`src/rtl/core/emc_pkg.sv`:
```
// ----------------------------------------------------------------------------
// emc_pkg
// Shared types, constants and saturating Q8.24 arithmetic for the
// excitable-medium cell update.
// ----------------------------------------------------------------------------
package emc_pkg;

  localparam int ValW     = 32;
  localparam int FracBits = 24;
  localparam int CfgIdxW  = 3;

  typedef logic signed [ValW-1:0] val_t;

  localparam val_t VMAX = 32'sh7fff_ffff;
  localparam val_t VMIN = 32'sh8000_0000;
  localparam val_t ONE  = 32'sh0100_0000;
  localparam val_t SIX  = 32'sh0600_0000;

  localparam logic [CfgIdxW-1:0] REG_DIFFUSION_WEIGHT      = 3'd0;
  localparam logic [CfgIdxW-1:0] REG_TIME_STEP             = 3'd1;
  localparam logic [CfgIdxW-1:0] REG_REACTION_GAIN         = 3'd2;
  localparam logic [CfgIdxW-1:0] REG_EXCITATION_THRESHOLD  = 3'd3;
  localparam logic [CfgIdxW-1:0] REG_RECOVERY_OFFSET       = 3'd4;
  localparam logic [CfgIdxW-1:0] REG_RECOVERY_BASE_RATE    = 3'd5;
  localparam logic [CfgIdxW-1:0] REG_RECOVERY_NUMER_GAIN   = 3'd6;
  localparam logic [CfgIdxW-1:0] REG_RECOVERY_DENOM_OFFSET = 3'd7;

  typedef struct packed {
    val_t potential_center;
    val_t potential_x_plus;
    val_t potential_x_minus;
    val_t potential_y_plus;
    val_t potential_y_minus;
    val_t potential_z_plus;
    val_t potential_z_minus;
    val_t recovery_now;
  } cell_t;

  typedef struct packed {
    val_t potential_next;
    val_t recovery_next;
  } res_t;

  typedef struct packed {
    val_t lam;
    val_t dt;
    val_t k;
    val_t a;
    val_t bp1;
    val_t eps;
    val_t mu1;
    val_t mu2;
    val_t gam;
    val_t dtk;
  } cfg_t;

  // values that ride alongside the division
  typedef struct packed {
    val_t en;
    val_t r;
    val_t drive;
  } side_t;

  function automatic val_t sadd(val_t a, val_t b);
    logic signed [ValW:0] s;
    s = (ValW+1)'(a) + (ValW+1)'(b);
    if (s[ValW] != s[ValW-1]) return s[ValW] ? VMIN : VMAX;
    return val_t'(s[ValW-1:0]);
  endfunction

  function automatic val_t ssub(val_t a, val_t b);
    logic signed [ValW:0] s;
    s = (ValW+1)'(a) - (ValW+1)'(b);
    if (s[ValW] != s[ValW-1]) return s[ValW] ? VMIN : VMAX;
    return val_t'(s[ValW-1:0]);
  endfunction

  // product floored by the fraction bits, then saturated
  function automatic val_t smul(val_t a, val_t b);
    logic signed [2*ValW-1:0] p;
    p = (2*ValW)'(a) * (2*ValW)'(b);
    if (p[2*ValW-1:ValW+FracBits-1] != {(ValW-FracBits+1){p[ValW+FracBits-1]}})
      return p[2*ValW-1] ? VMIN : VMAX;
    return val_t'(p[ValW+FracBits-1:FracBits]);
  endfunction

endpackage

```
`src/rtl/core/emc_cfg.sv`:
```
// ----------------------------------------------------------------------------
// emc_cfg
// Configuration registers plus the derived centre weight and dt*k.
// ----------------------------------------------------------------------------
module emc_cfg import emc_pkg::*; (
  input  logic               clk,
  input  logic               rst,
  input  logic               cfg_write,
  input  logic [CfgIdxW-1:0] cfg_index,
  input  val_t               cfg_data,
  output cfg_t               cfg
);

  val_t lam, dt, k, a, bp1, eps, mu1, mu2;
  val_t lam6, gam, dtk;

  always_ff @(posedge clk) begin
    if (rst) begin
      lam  <= '0;
      dt   <= '0;
      k    <= '0;
      a    <= '0;
      bp1  <= '0;
      eps  <= '0;
      mu1  <= '0;
      mu2  <= '0;
      lam6 <= '0;
      gam  <= ONE;
      dtk  <= '0;
    end else begin
      if (cfg_write) begin
        unique case (cfg_index)
          REG_DIFFUSION_WEIGHT:      lam <= cfg_data;
          REG_TIME_STEP:             dt  <= cfg_data;
          REG_REACTION_GAIN:         k   <= cfg_data;
          REG_EXCITATION_THRESHOLD:  a   <= cfg_data;
          REG_RECOVERY_OFFSET:       bp1 <= cfg_data;
          REG_RECOVERY_BASE_RATE:    eps <= cfg_data;
          REG_RECOVERY_NUMER_GAIN:   mu1 <= cfg_data;
          REG_RECOVERY_DENOM_OFFSET: mu2 <= cfg_data;
        endcase
      end
      // derived terms are registered: lam6 and dtk from the parameter registers, gam from lam6
      lam6 <= smul(lam, SIX);
      gam  <= ssub(ONE, lam6);
      dtk  <= smul(dt, k);
    end
  end

  assign cfg = '{lam: lam, dt: dt, k: k, a: a, bp1: bp1, eps: eps, mu1: mu1,
                 mu2: mu2, gam: gam, dtk: dtk};

endmodule

```
`config.mk`:
```
export PLATFORM = sky130hd
export DESIGN_NAME = emc_cfg
export DESIGN_NICKNAME = d
export VERILOG_FILES = /design/src/rtl/core/emc_pkg.sv /design/src/rtl/core/emc_cfg.sv
export SDC_FILE = /design/constraint.sdc
export NUM_CORES = 2
export LEC_CHECK = 0
export CORE_AREA = 2 2 293 295
export CTS_CLUSTER_SIZE = 12
export DETAILED_ROUTE_END_ITERATION = 12
export DIE_AREA = 0 0 295 297
export DONT_BUFFER_PORTS = 1
export GPL_ROUTABILITY_DRIVEN = 1
export PLACE_DENSITY = 0.74
export SYNTH_ARGS = -nofsm -noshare
export SYNTH_HDL_FRONTEND = slang
export SYNTH_SLANG_ARGS = --single-unit
```
`constraint.sdc`:
```
create_clock -name clk -period 10.75 [get_ports clk]
set_input_delay 0.5375 -clock clk [delete_from_list [all_inputs] [get_ports clk]]
set_output_delay 0.5375 -clock clk [all_outputs]
set_load 0.005 [all_outputs]
```
==> PnR_summary.wiki <==
{| class="wikitable"
! Metric !! Value
|-
| Outcome || finished clean
|-
| First-pass DRT Iterations || 8
|-
| Total Routed Length || 147,000 µm
|-
| Proportion of layout cells with a drive suffix above 1 || 0.0384
|-
| H-tree depth reported by CTS || 2
|-
| Root buf cell || sky130_fd_sc_hd__clkbuf_16
|-
| Number of synthesized register bits || 352
|-
| CP Launch Point || dt[31]
|-
| Overall die width || roughly 300 µm
|-
| Async set or reset register ratio after synthesis || 0
|-
| Number of buffers inserted during clock tree synthesis || 38
|-
| Sequential area share after synthesis || 0.140
|-
| EDFF count, synth || 0
|-
| Overflow after GRT || 0
|-
| Kind of path behind the tightest hold check || input pin to flip-flop
|-
| Via density per instance || 5.78
|-
| Final total power || 3.20 mW
|-
| Yosys warning count || 0
|-
| Actual slew at the worst max-slew pin || 1.46 ns
|-
| Via count of the first global-routing pass || slightly above 40,000
|-
| CTS Hold Bufs || 0
|-
| Synthesized netlist net count || 6,973
|-
| Reg2reg start || dt[31]
|-
| Ant. Diodes || 0
|-
| Non-filler instance count after layout || 6,557
|-
| Global-route wire length before repair || 233,000 µm
|-
| First DRT Iteration DRCs || 3,242
|-
| Worst reg-to-reg path cell count || 30
|-
| Setup tns final || 0 ns
|-
| Mapped Avg Cell Area || between 8 and 9 µm²
|-
| Number of top-level pins || 358
|-
| Global placement routability congestion || 0.924
|-
| Setup slack of the worst register-to-register path || 1.02 ns
|-
| Total vias in the final route || 37,894
|-
| Effective utilization at floorplan || 0.596
|-
| Terminus of the critical flop-to-flop path || dtk[0]
|-
| Maximum single-stage delay on the critical path || 0.86 ns
|-
| Antenna violations before repair || 1
|-
| Post-CTS Setup Inserts || 0
|-
| Net total in the final layout || 6,762
|-
| Category of the most critical setup path || flip-flop to flip-flop
|-
| Number of slew-limit violations in the final report || 0
|-
| Count of port buffers added during placement || 0
|-
| Synth-to-Final Area Change || 3.73%
|-
| Worst endpoint required time || 11.14 ns
|-
| Half-perimeter wire length after placement || 113,000 µm
|-
| # rows || 107
|-
| # DRC || 0
|-
| Overall fraction of global-route tracks in use || 0.348
|-
| Routed len/inst || 22.3 µm
|-
| Maximum frequency from static timing analysis || 103 MHz
|-
| Total of endpoints with negative setup slack in the final report || 0
|-
| Final number of hold-violating endpoints || 0
|-
| Distinct cell type count of the synthesized netlist || between 80 and 90
|-
| Worst slew slack as a fraction of its limit || 0.0238
|-
| Tcrit/Tclk final || 0.905
|-
| Number of nets with antenna violations after routing || 0
|-
| Count of cells resized by post-cts repair || 0
|-
| Fill cell total of the finished layout || 7,104
|-
| Clock net sink count || 352
|-
| Critical path capture point type || flip-flop
|-
| Worst hold start || cfg_data[26]
|-
| PwrDens || 61.2 nW/µm²
|-
| Largest net degree at the start of global routing || just under 300
|-
| Y dimension of the die || between 200 and 300 µm
|-
| Slowest stage cell, crit path || sky130_fd_sc_hd__fa_1
|-
| Number of stages on the worst hold path || 2
|-
| Number of buffers on the longest clock path || 3
|-
| Setup repair after global routing missed its margin || no
|-
| CTS tree || yes
|-
| Area of the mapped netlist || 50,400 µm²
|-
| Total instance count after detailed placement || about 6,500
|-
| Die ar. || 87,600 µm²
|-
| Insertion delay of the later-clocked pin in the worst-skew pair || 0.59 ns
|-
| Largest driver fanout on the critical path || 34
|-
| Critical path launch point type || flip-flop
|-
| Crit path arrival time || 10.12 ns
|-
| Number of maximum-capacitance violations || 0
|-
| Cells after synthesis || about 5,600
|-
| Prevailing post-synth register cell || sky130_fd_sc_hd__dfxtp_1
|-
| Floorplan core area || 84,500 µm²
|-
| Clock transition time at the flip-flop clock pins of the worst setup and hold paths || ~0.070 ns
|-
| Pleak || 24.8 nW
|-
| Peak supply drop || 0.158 mV
|-
| Skew final || approximately 0.041 ns
|-
| Hold worst-path end || mu1[26]
|-
| Fin crit period || 9.73 ns
|-
| Crit path top cell by count || sky130_fd_sc_hd__fa_1
|}
[cell type report]
| cell class | instances | area (µm²) | area share |
|---|---|---|---|
| clock buffers | 46 | 1000 | 0.0192 |
| flip-flops and latches | 352 | 7050 | 0.135 |
| well taps | 1144 | 1430 | 0.0274 |
| inverters | 967 | 3630 | 0.0695 |
| multi-input cells | 3949 | 38300 | 0.734 |
| repair buffers | 92 | 703 | 0.0135 |
| clock inverters | 7 | 103 | 0.00196 |
[per-stage QoR]
step / area (µm²) / hold WS [ns] / util / worst slack, ns
finish: 52200 / 0.0902 / 0.618 / 1.02
detailed placement: 51100 / 0.448 / 0.605 / 1.05
floorplan: 50400 / 0.448 / - / 2.29
CTS: 52200 / 0.0699 / 0.618 / 1.00
global route: 52200 / 0.0879 / 0.618 / 0.332
global placement: 51100 / 0.443 / 0.605 / 1.29
[synthesized netlist by cell type (5+ instances only)]
master / number / area, µm²
sky130_fd_sc_hd__buf_2: 11 / 55.1
sky130_fd_sc_hd__and4_1: 5 / 43.8
sky130_fd_sc_hd__fa_1: 1082 / 21700
sky130_fd_sc_hd__and2_1: 512 / 3200
sky130_fd_sc_hd__o21ai_2: 30 / 263
sky130_fd_sc_hd__dfxtp_1: 352 / 7050
sky130_fd_sc_hd__a31oi_1: 18 / 113
sky130_fd_sc_hd__clkbuf_1: 284 / 1070
sky130_fd_sc_hd__nor2b_1: 16 / 100
sky130_fd_sc_hd__nor4_1: 8 / 50.1
sky130_fd_sc_hd__o21a_1: 38 / 285
sky130_fd_sc_hd__a221o_1: 5 / 50.1
sky130_fd_sc_hd__a21oi_1: 365 / 1830
sky130_fd_sc_hd__clkbuf_2: 34 / 170
sky130_fd_sc_hd__o21bai_1: 10 / 75.1
sky130_fd_sc_hd__nor2_1: 121 / 454
sky130_fd_sc_hd__or4_1: 9 / 67.6
sky130_fd_sc_hd__or3_1: 8 / 50.1
sky130_fd_sc_hd__xor2_1: 34 / 298
sky130_fd_sc_hd__nand2b_1: 20 / 125
sky130_fd_sc_hd__xnor2_1: 67 / 587
sky130_fd_sc_hd__nand4_1: 20 / 125
sky130_fd_sc_hd__ha_1: 242 / 3030
sky130_fd_sc_hd__inv_1: 967 / 3630
sky130_fd_sc_hd__o21ai_0: 50 / 250
sky130_fd_sc_hd__and3_1: 14 / 87.6
sky130_fd_sc_hd__buf_6: 8 / 90.1
sky130_fd_sc_hd__nand2_1: 1087 / 4080
sky130_fd_sc_hd__o211ai_1: 6 / 45.0
sky130_fd_sc_hd__a211oi_1: 15 / 113
sky130_fd_sc_hd__a21o_1: 36 / 270
sky130_fd_sc_hd__nand3_1: 19 / 95.1
sky130_fd_sc_hd__nor3_1: 21 / 105
sky130_fd_sc_hd__o31ai_1: 6 / 45.0
[power by group]
| group | switching [mW] | internal [mW] |
|---|---|---|
| combinational | 0.293 | 0.167 |
| sequential | 0.0935 | 1.39 |
| clock | 0.563 | 0.684 |
[worst max-delay path by stage]
stage               to  slack (ns)
5_1_grt         dtk[0]        0.33
2_1_floorplan  dtk[14]        2.29
4_1_cts         dtk[0]        1.00
3_3_place_gp    dtk[0]        1.29
6_report        dtk[0]        1.02
3_5_place_dp    dtk[0]        1.05
[sequential cells by signal, summed over array words and instances (netlist names)]
| signal | count |
|---|---|
| lam6 | 32 |
| mu1 | 32 |
| k | 32 |
| dtk | 32 |
| eps | 32 |
| mu2 | 32 |
| dt | 32 |
| gam | 32 |
| bp1 | 32 |
| a | 32 |
| lam | 32 |
[worst max-delay path: cells and delay by family (launching register included)]
family / cells / cell delay [ns]
buf+inv: 9 / 1.92
fa+ha+maj: 9 / 4.67
simple gates: 4 / 0.61
mux: 1 / 0.18
flops: 1 / 0.31
compound gates: 7 / 1.81
[placed cells by master, fill, tap and decap left out, types with 5 or more instances in the layout]
cell type	n
sky130_fd_sc_hd__or4_1	9
sky130_fd_sc_hd__dfxtp_1	350
sky130_fd_sc_hd__xor2_1	34
sky130_fd_sc_hd__o21ai_2	30
sky130_fd_sc_hd__a31oi_1	18
sky130_fd_sc_hd__and4_1	5
sky130_fd_sc_hd__a221o_1	5
sky130_fd_sc_hd__o21a_1	38
sky130_fd_sc_hd__or3_1	8
sky130_fd_sc_hd__a21oi_1	365
sky130_fd_sc_hd__fa_1	1082
sky130_fd_sc_hd__a211oi_1	15
sky130_fd_sc_hd__nand2_1	1087
sky130_fd_sc_hd__nor2_1	115
sky130_fd_sc_hd__nor4_1	8
sky130_fd_sc_hd__nand2b_1	20
sky130_fd_sc_hd__buf_4	91
sky130_fd_sc_hd__xnor2_1	67
sky130_fd_sc_hd__inv_1	967
sky130_fd_sc_hd__ha_1	242
sky130_fd_sc_hd__a21o_1	36
sky130_fd_sc_hd__nor2b_1	16
sky130_fd_sc_hd__o21bai_1	10
sky130_fd_sc_hd__nor3_1	19
sky130_fd_sc_hd__nand3_1	18
sky130_fd_sc_hd__and3_1	14
sky130_fd_sc_hd__o21ai_0	50
sky130_fd_sc_hd__and2_1	512
sky130_fd_sc_hd__o31ai_1	6
sky130_fd_sc_hd__clkbuf_16	38
sky130_fd_sc_hd__nand4_1	20
sky130_fd_sc_hd__o211ai_1	6
sky130_fd_sc_hd__clkbuf_1	6
[routing by layer]
metal / vias to the layer above / share of wire / global-route usage
met5: - / 0.000096 / 0
met2: 1728 / 0.47 / 0.566
met3: 556 / 0.083 / 0.0699
li1: 16393 / - / -
met4: 2 / 0.087 / 0.241
met1: 19215 / 0.36 / 0.415
[logic make-up (layout without fill, tap and decap cells)]
logic type,count (synthesis),count (layout),synth area share
XOR/XNOR,102,102,0.0179
adder cells (fa/ha/maj),1324,1324,0.490
multiplexers,2,2,0.000422
buffers and inverters,1310,1112,0.100
AO/OA/AOI/OAI,639,639,0.0770
AND/OR/NAND/NOR,1882,1882,0.174
flip-flops,352,352,0.140
Power figures use the tool's default switching activity.
